[src/lbmd2q9_pkg.sv]
// shared constants and types for the d2q9 bgk node update
// depends on nothing
package lbmd2q9_pkg;

  localparam int WORD_BITS_DEF = 32;
  localparam int FRAC_BITS_DEF = 28;
  localparam int NDIR          = 9;
  localparam int RELAX_BITS    = 30;
  localparam logic [RELAX_BITS-1:0] RELAX_RESET = 30'd479349029;

  // direction order: rest, e, n, w, s, ne, nw, sw, se
  localparam int DIR_X [NDIR] = '{0, 1, 0, -1, 0, 1, -1, -1, 1};
  localparam int DIR_Y [NDIR] = '{0, 0, 1, 0, -1, 1, 1, -1, -1};
  localparam int WCLASS [NDIR] = '{0, 1, 1, 1, 1, 2, 2, 2, 2};

  localparam int QUEUE_DEPTH = 4;
  localparam int QPTR_BITS   = 2;
  localparam int QCNT_BITS   = 3;

  localparam int APB_ADDR_BITS = 3;
  localparam int APB_DATA_BITS = 32;

  typedef enum logic {
    REG_RELAX_RATE = 1'b0
  } reg_idx_e;

  typedef struct packed {
    logic full;
    logic empty;
  } q_status_t;

endpackage

[src/lbmd2q9_queue.sv]
// short fifo between the front stage and the collision pipeline
// depends on lbmd2q9_pkg
module lbmd2q9_queue #(
  parameter int DW = 12 * lbmd2q9_pkg::WORD_BITS_DEF + 1
) (
  input  logic                    clk_i,
  input  logic                    rst_ni,
  input  logic                    push_i,
  input  logic [DW-1:0]           data_i,
  input  logic                    pop_i,
  output logic [DW-1:0]           head_o,
  output lbmd2q9_pkg::q_status_t  status_o
);

  logic [DW-1:0] data_q [lbmd2q9_pkg::QUEUE_DEPTH];
  logic [lbmd2q9_pkg::QPTR_BITS-1:0] wr_q, rd_q;
  logic [lbmd2q9_pkg::QCNT_BITS-1:0] cnt_q;

  assign head_o         = data_q[rd_q];
  assign status_o.full  = (cnt_q == lbmd2q9_pkg::QCNT_BITS'(lbmd2q9_pkg::QUEUE_DEPTH));
  assign status_o.empty = (cnt_q == '0);

  always_ff @(posedge clk_i or negedge rst_ni) begin
    if (!rst_ni) begin
      wr_q  <= '0;
      rd_q  <= '0;
      cnt_q <= '0;
    end else begin
      if (push_i) wr_q <= wr_q + 1'b1;
      if (pop_i)  rd_q <= rd_q + 1'b1;
      if (push_i && !pop_i)      cnt_q <= cnt_q + 1'b1;
      else if (!push_i && pop_i) cnt_q <= cnt_q - 1'b1;
    end
  end

  always_ff @(posedge clk_i) begin
    if (push_i) data_q[wr_q] <= data_i;
  end

  a_no_overflow: assert property (@(posedge clk_i) disable iff (!rst_ni)
    push_i |-> !status_o.full) else $error("queue push while full");

  a_no_underflow: assert property (@(posedge clk_i) disable iff (!rst_ni)
    pop_i |-> !status_o.empty) else $error("queue pop while empty");

  a_count_up: assert property (@(posedge clk_i) disable iff (!rst_ni)
    (push_i && !pop_i) |=> (cnt_q == $past(cnt_q) + 1'b1))
    else $error("queue count did not follow push");

endmodule

[config.mk]
export PLATFORM = sky130hd
export DESIGN_NAME = lbmd2q9_queue
export DESIGN_NICKNAME = d
export VERILOG_FILES = /design/src/lbmd2q9_pkg.sv /design/src/lbmd2q9_queue.sv
export SDC_FILE = /design/constraint.sdc
export NUM_CORES = 1
export LEC_CHECK = 0
export BUFFER_PORTS_ARGS = -buffer_cell sky130_fd_sc_hd__buf_2
export CAP_MARGIN = 20
export CORE_UTILIZATION = 60
export CTS_BUF_LIST = sky130_fd_sc_hd__clkbuf_8
export DETAILED_ROUTE_END_ITERATION = 8
export GPL_TIMING_DRIVEN = 0
export MAX_ROUTING_LAYER = met4
export PLACE_DENSITY = 0.83
export SYNTH_ARGS = -nofsm -noshare
export SYNTH_HDL_FRONTEND = slang
export SYNTH_SLANG_ARGS = --single-unit
[constraint.sdc]
create_clock -name clk_i -period 22.8 [get_ports clk_i]
set_input_delay 1.14 -clock clk_i [delete_from_list [all_inputs] [get_ports clk_i]]
set_output_delay 1.14 -clock clk_i [all_outputs]
set_load 0.02 [all_outputs]
==> summary.md <==
| Metric | Value |
|---|---|
| R2R depth | 6 |
| Crit path max-delay cell type | clkbuf_1 |
| Final std cells w/o fill | between 4000 and 5000 |
| Core ar. | 92100 um2 |
| Drt via density | between 5 and 6 |
| I/O Pins | 776 |
| PortBufs | approximately 780 |
| Die Wd | between 300 and 400 um |
| Hold path endpoint | data_q[0][27]$_DFFE_PP_ |
| WP buf/inv | 4 |
| VDD IR max | between 0.1 and 0.15 mV |
| Post-synthesis sequential area ratio | 82.9% |
| Min cycle time layout | 4.33 ns |
| Logic pwr share | about a third |
| CTS sink count | around 1500 |
| Critical path type | reg -> out |
| DRT iter0 DRCs | around 2800 |
| Net count reported at finish | 3469 |
| Unique masters post-synth | 18 |
| Post-synth ARST share | 0.452% |
| Vias | between 20000 and 30000 |
| Net Count, Synth | between 2000 and 2500 |
| TNS Setup | 0 ns |
| Hpwl dp | 84.6 mm |
| Worst Hold Launch | data_i[27] |
| Required time of the critical path | approximately 22 ns |
| Period utilization | a little under a fifth |
| Fill cells | around 4900 |
| Full die area | 94500 um2 |
| Net switching power | roughly 3.0 mW |
| DRT Pass-1 Iters | 5 |
| DIE HEIGHT | around 310 um |
| Most common cell in the netlist | edfxtp_1 |
| Syn Area/Cell | ~27 um2 |
| Layout cells sized above 1 | 47.2% |
| Yosys top cell by area | edfxtp_1 |
| PwrDens | between 100 and 150 nW/um2 |
| Mapped Area | between 50000 and 60000 um2 |
| HP Class | in -> reg |
| Slew at the pin closest to its max-slew limit | roughly 0.98 ns |
| WL/cell | 27.4 um |
| Post-placement cell count | around 4100 |
| Data arrival time of the worst path | 3.19 ns |
| CP max FO | 10 |
| Layout area overhead | 18.4% |
| Total Routing Usage GR | roughly 27% |
| Dominant synthesized flop cell | edfxtp_1 |
| Multi-input gate area | 8880 um2 |
| Reg clk slew, reported paths | 0.06 ns |
| R2r endpoint | data_q[2][162]$_DFFE_PP_ |
| First-pass GRT wire length | roughly 180 mm |
| Reg-to-reg critical path startpoint | wr_q[0]$_DFFE_PN0P_ |
| Crit path largest cell delay | 0.64 ns |
| Pre-CTS setup slack | 19.09 ns |
| Post-Syn Instances | just over 2000 |
| Internal | between 5 and 6 mW |
| Skew final | ~0.036 ns |
| CP Cell Sequence | buf_2 > clkbuf_1 > buf_2 > mux4_2 > buf_2 |
| Vias in the first global route | about 28000 |
| Worst-Skew Late Latency | approximately 0.9 ns |
| Number of antenna violations at the first check in global routing | 60 |
| Top cells by count, synth | 1540 x edfxtp_1, 385 x mux4_2, 41 x buf_2, 38 x buf_6 |
| Final Hold Vio Count | 0 |
| Hold depth | 1 |
| Leakage | approximately 23 nW |
| Final WS setup | approximately 18 ns |
| Tot Pwr | 8.88 mW |
| Worst hold margin | approximately 0.46 ns |
| Max_slew headroom | 34.9% |
| Sequential cell fraction of total power | around 43% |
| Max_cap viols | 0 |
| Yosys warnings | 0 |
| CTS tree | done |
| Post-route DRC | 0 |
| Status | finished clean |
| Bufs on Longest Clock Path | 3 |
| Site Rows | between 100 and 150 |
| Setup crit start kind | flop |
| Routability cong. | approximately 0.79 |
| DRT Wirelength | about 130 mm |
| Flop and latch count out of synthesis | approximately 1500 |
| Root buf cell | clkbuf_8 |
| TritonCTS buffer count | 226 |
| Post-CTS Setup Bufs | 0 |
| Most used cell along the critical path | buf_2 |
| Number of flops mapped to enable cells by yosys | between 1500 and 2000 |
| Flop2flop setup slack | roughly 20 ns |
| CTS H-Tree Depth | 4 |
| Setup Viol. Count Final | 0 |
| Main area contributors after synthesis | edfxtp_1 83%, mux4_2 15%, buf_6 0.76%, buf_2 0.37%, dfrtp_1 0.31% |
| Largest net degree at the start of global routing | between 60 and 70 |
| Post-synth top area share | just over 80% |
| Highest Clock Rate | between 200 and 250 MHz |
| Nature of the critical path endpoint | output port |
| Sequential cell area | between 40000 and 50000 um2 |
| Largest delay share family, worst path | buffers and inverters |
| Switch share | between 30% and 40% |
| RSZ-0062 raised after global routing | no |
| Clock Power Share | roughly 22% |
| Final ANT Viol Nets | 0 |
| Max-slew violation count | 0 |
| Initial Utilization | 60.8% |
| Total gr overflow | 0 |
==> per-layer routing <==
layer  vias to the layer above  GRT usage [%]  share of wire (%)
met5                         -              -                  0
met4                         0           15.4                5.1
met3                       302           8.52                9.4
met2                      1459           44.3                 53
met1                     13641           29.6                 33
li1                      11148              -                  -
==> worst max-delay path by stage <==
stage / start / to / slack (ns) / cells past startpoint
2_1_floorplan: push_i / data_q[1][0]$_DFFE_PP_ / 12.20 / 1
3_3_place_gp: push_i / data_q[3][198]$_DFFE_PP_ / 6.07 / 2
6_report: rd_q[1]$_DFFE_PN0P_ / head_o[181] / 18.47 / 5
4_1_cts: rd_q[1]$_DFFE_PN0P_ / head_o[181] / 18.29 / 5
3_5_place_dp: push_i / data_q[3][194]$_DFFE_PP_ / 19.09 / 5
5_1_grt: rd_q[1]$_DFFE_PN0P_ / head_o[181] / 18.29 / 5
==> kinds of logic (layout without fill, tap and decap cells) <==
family | Yosys count | in the layout | synth area share [%]
flip-flops | 1547 | 1547 | 82.9
multiplexers | 386 | 386 | 15.5
buffers and inverters | 90 | 1293 | 1.21
AND/OR/NAND/NOR | 9 | 9 | 0.0872
adder cells (fa/ha/maj) | 6 | 6 | 0.148
XOR/XNOR | 6 | 6 | 0.0939
AO/OA/AOI/OAI | 1 | 1 | 0.00893
other | 0 | 66 | 0
==> registers in the layout, summed over array words and instances, names as in the netlist <==
register  count
data_q     1540
rd_q          2
cnt_q         3
wr_q          2
==> final cells by class <==
| cell class | count | share of cell area, % |
|---|---|---|
| diodes | 66 | 0.249 |
| plain buffers | 86 | 0.995 |
| clock buffers | 228 | 4.73 |
| clock inverters | 174 | 1.33 |
| inverters | 4 | 0.0227 |
| multi-input cells | 408 | 13.4 |
| flip-flops and latches | 1547 | 70.0 |
| well taps | 1243 | 2.35 |
| repair buffers | 801 | 6.89 |
==> power by group through the flow <==
stage          logic, mW  registers [mW]  clock network, mW
3_5_place_dp        3.09            3.89                  0
5_1_grt             3.20            3.87               2.13
6_report            3.07            3.84               1.98
2_1_floorplan       1.99            4.08                  0
3_3_place_gp        2.95            4.26                  0
4_1_cts             3.10            3.84               2.01
==> cell usage in the layout, fill, tap and decap left out, types with 2 or more instances in the layout <==
cell,instances
mux4_2,385
clkinv_1,54
bufinv_16,4
clkinvlp_4,7
xor2_1,4
nand2_1,2
clkbuf_1,7
inv_6,2
diode_2,66
buf_6,38
and2_4,4
edfxtp_1,1540
clkinv_8,2
xnor2_1,2
inv_1,88
ha_1,5
inv_12,3
clkbuf_8,228
clkinv_2,18
buf_16,24
buf_2,816
dfrtp_1,7
==> worst register-to-register path: cells and delay by family, from the launching register on <==
| family | cells | cell delay, ns |
|---|---|---|
| flops | 1 | 0.43 |
| simple gates | 1 | 0.72 |
| fa+ha+maj | 1 | 0.15 |
| buf+inv | 4 | 1.27 |
==> per-stage QoR <==
stage | cell area (um2) | util, %
5_1_grt | 66300 | 72.0
2_1_floorplan | 56000 | -
4_1_cts | 66100 | 71.8
3_5_place_dp | 62100 | 67.4
3_3_place_gp | 61400 | 66.7
6_report | 66300 | 72.0
==> repair_timing <==
action | 4_1_cts | 5_1_grt
hold endpoints to repair | 1 | 0
gates resized for setup | 0 | 0
hold buffers | 1 | 0
endpoints found under the setup margin | 0 | 0
Power figures use the tool's default switching activity.
