$ cat config.mk
export PLATFORM = sky130hd
export DESIGN_NAME = lbmd2q9_front
export DESIGN_NICKNAME = d
export VERILOG_FILES = /design/src/lbmd2q9_pkg.sv /design/src/lbmd2q9_front.sv
export SDC_FILE = /design/constraint.sdc
export NUM_CORES = 1
export LEC_CHECK = 0
export BUFFER_PORTS_ARGS = -buffer_cell sky130_fd_sc_hd__buf_2
export CAP_MARGIN = 20
export CORE_AREA = 3 3 264 266
export CTS_CLUSTER_DIAMETER = 40
export DETAILED_ROUTE_END_ITERATION = 7
export DIE_AREA = 0 0 267 269
export PLACE_DENSITY = 0.82
export RECOVER_POWER = 100
export SLEW_MARGIN = 20
export SYNTH_ARGS = -nofsm -noshare
export SYNTH_HDL_FRONTEND = slang
export SYNTH_SLANG_ARGS = --single-unit
$ cat constraint.sdc
create_clock -name clk_i -period 17.9 [get_ports clk_i]
set_input_delay 3.58 -clock clk_i [delete_from_list [all_inputs] [get_ports clk_i]]
set_output_delay 3.58 -clock clk_i [all_outputs]
set_load 0.05 [all_outputs]
$ cat src/lbmd2q9_pkg.sv
// shared constants and types for the d2q9 bgk node update
// depends on nothing
package lbmd2q9_pkg;

  localparam int WORD_BITS_DEF = 32;
  localparam int FRAC_BITS_DEF = 28;
  localparam int NDIR          = 9;
  localparam int RELAX_BITS    = 30;
  localparam logic [RELAX_BITS-1:0] RELAX_RESET = 30'd479349029;

  // direction order: rest, e, n, w, s, ne, nw, sw, se
  localparam int DIR_X [NDIR] = '{0, 1, 0, -1, 0, 1, -1, -1, 1};
  localparam int DIR_Y [NDIR] = '{0, 0, 1, 0, -1, 1, 1, -1, -1};
  localparam int WCLASS [NDIR] = '{0, 1, 1, 1, 1, 2, 2, 2, 2};

  localparam int QUEUE_DEPTH = 4;
  localparam int QPTR_BITS   = 2;
  localparam int QCNT_BITS   = 3;

  localparam int APB_ADDR_BITS = 3;
  localparam int APB_DATA_BITS = 32;

  typedef enum logic {
    REG_RELAX_RATE = 1'b0
  } reg_idx_e;

  typedef struct packed {
    logic full;
    logic empty;
  } q_status_t;

endpackage

$ cat src/lbmd2q9_front.sv
// front stage: takes one node item, sums density and momentum, flags faults
// depends on lbmd2q9_pkg
module lbmd2q9_front #(
  parameter int WORD_BITS = lbmd2q9_pkg::WORD_BITS_DEF
) (
  input  logic                                      clk_i,
  input  logic                                      rst_ni,
  input  logic                                      valid_i,
  input  logic [lbmd2q9_pkg::NDIR-1:0][WORD_BITS-1:0] dist_i,
  input  lbmd2q9_pkg::q_status_t                    qstat_i,
  output logic                                      stall_o,
  output logic                                      push_o,
  output logic [12*WORD_BITS:0]                     item_o
);

  localparam int EW = WORD_BITS + 4;
  localparam logic signed [EW-1:0] MAXV = EW'((65'd1 << (WORD_BITS - 1)) - 65'd1);
  localparam logic signed [EW-1:0] MINV = -MAXV - EW'(1);

  function automatic logic [WORD_BITS-1:0] sat_w(input logic signed [EW-1:0] x);
    if (x > MAXV) return MAXV[WORD_BITS-1:0];
    if (x < MINV) return MINV[WORD_BITS-1:0];
    return x[WORD_BITS-1:0];
  endfunction

  logic signed [EW-1:0] rho, jx, jy;
  logic                 adv, accept;

  logic                 fv_q, flt_q;
  logic [WORD_BITS-1:0] den_q, jx_q, jy_q;
  logic [lbmd2q9_pkg::NDIR-1:0][WORD_BITS-1:0] f_q;

  always_comb begin
    logic signed [EW-1:0] v;
    rho = '0;
    jx  = '0;
    jy  = '0;
    for (int i = 0; i < lbmd2q9_pkg::NDIR; i++) begin
      v   = EW'($signed(dist_i[i]));
      rho = rho + v;
      if (lbmd2q9_pkg::DIR_X[i] > 0) jx = jx + v;
      else if (lbmd2q9_pkg::DIR_X[i] < 0) jx = jx - v;
      if (lbmd2q9_pkg::DIR_Y[i] > 0) jy = jy + v;
      else if (lbmd2q9_pkg::DIR_Y[i] < 0) jy = jy - v;
    end
  end

  assign adv     = !fv_q || !qstat_i.full;
  assign stall_o = !adv;
  assign accept  = valid_i && adv;
  assign push_o  = fv_q && !qstat_i.full;
  assign item_o  = {flt_q, jy_q, jx_q, den_q, f_q};

  always_ff @(posedge clk_i or negedge rst_ni) begin
    if (!rst_ni) begin
      fv_q <= 1'b0;
    end else if (adv) begin
      fv_q <= valid_i;
    end
  end

  always_ff @(posedge clk_i) begin
    if (accept) begin
      f_q   <= dist_i;
      den_q <= sat_w(rho);
      jx_q  <= sat_w(jx);
      jy_q  <= sat_w(jy);
      flt_q <= rho[EW-1] || (rho == '0);
    end
  end

endmodule

==> results of run 1 <==
==> worst paths after layout <==
path,end,depth (start not counted),slack (ns),start
hold reg to reg,fv_q,2,0.72,fv_q
max in group asynchronous,fv_q,1,15.07,rst_ni
hold / removal,fv_q,2,0.72,fv_q
setup reg to reg,item_o[243],5,7.63,fv_q
min in group asynchronous,fv_q,1,2.75,rst_ni
setup / recovery,item_o[243],6,4.97,qstat_i[1]
==> worst max-delay path, delay by kind of cell <==
family                 cells  cell delay [ns]
buffers and inverters      4             8.23
AND/OR/NAND/NOR            2             1.00
==> per-stage QoR <==
| stage | cell area, um2 | hold WS (ns) |
|---|---|---|
| global route | 36100 | 0.741 |
| finish | 36100 | 0.720 |
| detailed placement | 34900 | 0.701 |
| floorplan | 30400 | 1.00 |
| global placement | 34900 | 0.667 |
| CTS | 36900 | 0.734 |
==> cell usage in the layout (no fill, tap or decap), types with 42 or more instances in the layout <==
| cell type | count |
|---|---|
| clkbuf_1 | 674 |
| inv_1 | 666 |
| fa_1 | 487 |
| edfxtp_1 | 385 |
| o21ai_0 | 108 |
| ha_1 | 108 |
| nand2_1 | 104 |
| a21oi_1 | 97 |
| clkbuf_16 | 61 |
| nor2_1 | 51 |
| xor2_1 | 42 |
==> cell type report <==
cell class / count / area share (%)
Clock inverter: 51 / 1.53
Multi-Input combinational cell: 1406 / 44.9
Sequential cell: 386 / 32.1
Timing Repair Buffer: 689 / 7.27
Antenna cell: 5 / 0.0347
Tap cell: 873 / 3.03
Inverter: 666 / 6.93
Clock buffer: 62 / 4.24
==> cells by family after synthesis <==
| family | Yosys count |
|---|---|
| flip-flops | 386 |
| buffers and inverters | 709 |
| adder cells (fa/ha/maj) | 595 |
| AND/OR/NAND/NOR | 302 |
| AO/OA/AOI/OAI | 434 |
| XOR/XNOR | 72 |
| multiplexers | 3 |
==> registers in the layout, summed over array words and instances, names as in the netlist <==
register  count
flt_q         1
jy_q         32
den_q        32
jx_q         32
item_o      288
fv_q          1
==> layer usage <==
layer / up-vias / share of wire [%]
met5: - / 0.014
met4: 2 / 4.0
met3: 219 / 7.3
met2: 965 / 52
met1: 10900 / 36
li1: 9592 / -
==> impl_metrics.yaml, run 1 <==
logic_synthesis:
  yosysMostFrequentCell: "inv_1"
  synth.area.mux_share_pct: 0.103
  synth.largest_area_cell: "edfxtp_1"
  syn_nets: 3389
  synth_area_um2: 30400
  yosys_warnings: 0
  synth_cell_types: 79
  synthXorXnorAreaFrac_pct: 2.07
  synth-main-ff-cell: "edfxtp_1"
  ys_ff_latch: 386
  yosys.area.top_type_share_pct: 38.0
  avgSynthCellArea_um2: 12.2
  synth-seq-area-share_pct: 38.1
  synthTopCellsByCount: "inv_1 (666), fa_1 (487), edfxtp_1 (385)"
  synth_area_leaders: "edfxtp_1 (38%), fa_1 (32%), inv_1 (8.2%)"
  synthSimpleGateAreaFrac_pct: 4.93
  synth_top_family_by_area: "adder cells"
  synthArstFlopShare_pct: 0.259
  synthAdderAreaFrac_pct: 36.5
  synth_compound_area_share_pct: 9.44
  syn_inst: 2501
  synth_edf_count: 385
drt:
  dr.pass1.iters: 7
  wl_per_cell_um: 22.3
  viasPerCell: 5.24
  ant_nets: 0
  drcViolationCount: 0
  vias: 21700
  drtIter0Drc: 1440
  wirelength_um: 92200
timing:
  setup_viol: 0
  slew_viol_final: 480
  skew_ns: 0.0154
  worstMarginPinSlew_ns: 8.66
  rsz0062_at_grt: "no"
  layout_setup_ws_ns: 4.97
  finalHoldViolCount: 0
  max-slew-margin-rel_pct: -477
  post-route-period-util_pct: 72.2
  setup-tns-final_ns: 0
  period_needed_ns: 12.93
  fmax_mhz: 77.4
grt:
  grtUsageTotal_pct: 25.7
  grt_pass1_wl_um: 138000
  grt_pass1_vias: 23400
  grt_max_degree: 154
  use_met3_pct: 5.68
  use_met1_pct: 29.7
  grt.overflow.total: 0
  grt_util_met2_pct: 46.8
  grt_most_used_layer: "met2"
  antenna_found_initial: 5
finish:
  nNetsFinal: 4097
  area_delta_synth_final_pct: 18.6
  fin_util_pct: 53.6
  fillers: 5877
  multi_input_area_um2: 16200
  layoutNonFillerInstCount: 4138
  drive_gt1_share_pct: 4.39
  seq_area_um2: 11600
place:
  gp_congestion: 0.917
  dpl.cell_count: 4019
  io_buffers: 678
  dpl_worst_slack_ns: 8.08
  dpl.hpwl_um: 76300
worst_setup_path:
  cpMostUsedCell: "clkbuf_1"
  worst_path_max_delay_cell: "clkbuf_1"
  max_stage_delay_ns: 2.92
  arrival_ns: 13.04
  critical_path.startpoint_type: "input pin"
  crit_type: "in -> reg"
  path_cells: "clkbuf_1 -> and2_0 -> nor2b_1 -> clkbuf_1 -> clkbuf_1 -> clkbuf_1"
  endpoint_kind: "flop"
  required_ns: 18.02
  crit_fanout: 73
clock_tree:
  clock_path_buffers: 3
  postCtsSetupBuffers: 0
  cts_resized: 0
  cts_hold_buf: 0
  clk_latency_ns: 0.61
  tritoncts: "built"
  numCtsBuffers: 60
  cts_root_buf: "clkbuf_16"
  cts.sinks: 386
  cts.htree.levels: 2
  path_clk_slew_ns: 0.06
floorplanning:
  ios: 680
  die_y_um: 269
  initial_utilization_pct: 45.2
  core-area_um2: 67300
  row_count: 95
  dieArea_um2: 71800
  die_x_um: 267
status:
  violations: "max-capacitance violations, max-slew violations"
  status: "finished, violations left"
flow_run:
  cap_violations: 8
hold_path:
  hold_path.class: "reg -> reg"
Power of run 1 is not shown: default switching activity piles up to over one toggle a cycle in this logic, so the estimate is an artifact.
==> run 2: changes to the inputs <==
--- a/config.mk
+++ b/config.mk
@@ -5,13 +5,14 @@
 export SDC_FILE = /design/constraint.sdc
 export NUM_CORES = 1
 export LEC_CHECK = 0
+export ABC_AREA = 1
 export BUFFER_PORTS_ARGS = -buffer_cell sky130_fd_sc_hd__buf_2
 export CAP_MARGIN = 20
-export CORE_AREA = 3 3 264 266
+export CORE_AREA = 3 3 261 263
 export CTS_CLUSTER_DIAMETER = 40
 export DETAILED_ROUTE_END_ITERATION = 7
-export DIE_AREA = 0 0 267 269
-export PLACE_DENSITY = 0.82
+export DIE_AREA = 0 0 264 266
+export PLACE_DENSITY = 0.85
 export RECOVER_POWER = 100
 export SLEW_MARGIN = 20
 export SYNTH_ARGS = -nofsm -noshare
==> constraint.sdc (replaced) <==
create_clock -name clk_i -period 10.4 [get_ports clk_i]
set_input_delay 2.08 -clock clk_i [delete_from_list [all_inputs] [get_ports clk_i]]
set_output_delay 2.08 -clock clk_i [all_outputs]
set_load 0.05 [all_outputs]
==> impl_metrics.yaml, run 2 <==
status:
  status: "finished, violations left"
  violations: "design-rule violations, max-capacitance violations, max-slew violations"
drt:
  drcViolationCount: 1
  wl_per_cell_um: 21.2
  drt-met1-wl_um: 37600
  dr.pass1.iters: 8
  top_layer: "met5"
  met2_length_um: 52000
  wirelength_um: 100000
  drtIter0Drc: 1989
  viasPerCell: 4.97
  wl_met3_um: 6850
  ant_nets: 0
  vias: 23500
clock_tree:
  cts_root_buf: "clkbuf_16"
  clk_latency_ns: 0.60
  numCtsBuffers: 68
  cts.sinks: 386
  postCtsSetupBuffers: 0
  path_clk_slew_ns: 0.06
  cts_resized: 0
  cts.htree.levels: 3
  tritoncts: "built"
  cts_hold_buf: 0
  clock_path_buffers: 3
timing:
  worstMarginPinSlew_ns: 4.71
  layout_setup_ws_ns: 2.29
  rsz0062_at_grt: "no"
  slew_viol_final: 392
  period_needed_ns: 8.11
  whs_ns: 0.526
  fmax_mhz: 123
  max-slew-margin-rel_pct: -214
  post-route-period-util_pct: 78.0
  setup-tns-final_ns: 0
  skew_ns: 0.0313
  setup_viol: 0
  finalHoldViolCount: 0
logic_synthesis:
  synthArstFlopShare_pct: 0.259
  syn_inst: 3071
  synthTopCellsByCount: "inv_1 (832), nand2_1 (641), fa_1 (487)"
  synth_area_um2: 31700
  synth_area_leaders: "edfxtp_1 (36%), fa_1 (31%), inv_1 (9.8%)"
  synth-seq-area-share_pct: 36.5
  yosysMostFrequentCell: "inv_1"
  ys_ff_latch: 386
  synth_cell_types: 41
  syn_nets: 3959
  synth-main-ff-cell: "edfxtp_1"
  avgSynthCellArea_um2: 10.3
  yosys_warnings: 0
  synth_edf_count: 385
  synth.largest_area_cell: "edfxtp_1"
  yosys.area.top_type_share_pct: 36.4
grt:
  grt_pass1_wl_um: 151000
  grt.overflow.total: 0
  grt_max_degree: 181
  antenna_found_initial: 4
  grtUsageTotal_pct: 28.8
  grt_pass1_vias: 25300
worst_setup_path:
  crit_type: "in -> reg"
  arrival_ns: 8.23
  required_ns: 10.52
  critical_path.startpoint_type: "input pin"
  crit_fanout: 180
  endpoint_kind: "flop"
finish:
  nNetsFinal: 4692
  largest_reg_flops: 288
  area_delta_synth_final_pct: 18.1
  drive_gt1_share_pct: 4.95
  final_common_cell: "inv_1"
  layout_common_cells: "inv_1 (833), clkbuf_1 (673), nand2_1 (647)"
  fin_area_um2: 37500
place:
  dpl_worst_slack_ns: 3.15
  dpl.hpwl_um: 83800
  io_buffers: 678
  dpl_cell_area_um2: 36000
  gp_congestion: 0.962
floorplanning:
  core-area_um2: 65900
  die_x_um: 264
  die_y_um: 266
  initial_utilization_pct: 48.2
  dieArea_um2: 70200
  row_count: 94
  ios: 680
flow_run:
  cap_violations: 4
hold_path:
  hold_path.class: "reg -> reg"
run 2: area by class of cell:
cell class                 instances  area (um2)
sequential                       386       11600
clock buffer                      71        1760
tap                              864        1080
clock inverter                    53         561
fill                            5810       28400
antenna                            2        5.00
timing repair buffer             682        2570
inverter                         843        3160
multi-input combinational       1823       16800
run 2: critical path, stage by stage:
cell and delay (ns):
clkbuf_1 0.08, nand2_1 0.08, inv_1 0.08, nor2_4 0.07
clkbuf_2 3.25, clkbuf_1 2.43
run 2: final timing paths:
path,end,start,cells after the start,slack [ns]
min in group asynchronous,fv_q,rst_ni,1,1.24
hold / removal,fv_q,fv_q,2,0.53
hold reg to reg,fv_q,fv_q,2,0.53
setup reg to reg,item_o[89],fv_q,5,3.45
max in group asynchronous,fv_q,rst_ni,1,9.08
setup / recovery,item_o[89],qstat_i[1],6,2.29
run 2: metrics by stage:
step | utilization [%] | instances
after floorplan | - | 3071
after global placement | 54.7 | 4598
after detailed placement | 54.7 | 4598
after CTS | 58.2 | 4722
after global routing | 56.9 | 4724
final | 56.9 | 4724
run 2: kinds of logic after synthesis:
family / after synthesis / synth area share (%)
compound gates: 192 / 3.28
xor+xnor: 65 / 1.79
fa+ha+maj: 595 / 35.0
buf+inv: 862 / 10.6
flops: 386 / 36.5
simple gates: 971 / 12.8
run 2: per-layer routing:
layer | GRT usage, % | vias up
li1 | - | 10800
met1 | 34.0 | 11400
met2 | 52.3 | 1023
met3 | 5.39 | 205
met4 | 10.5 | 2
met5 | 0 | -
Power of run 2 is left out for the same reason.
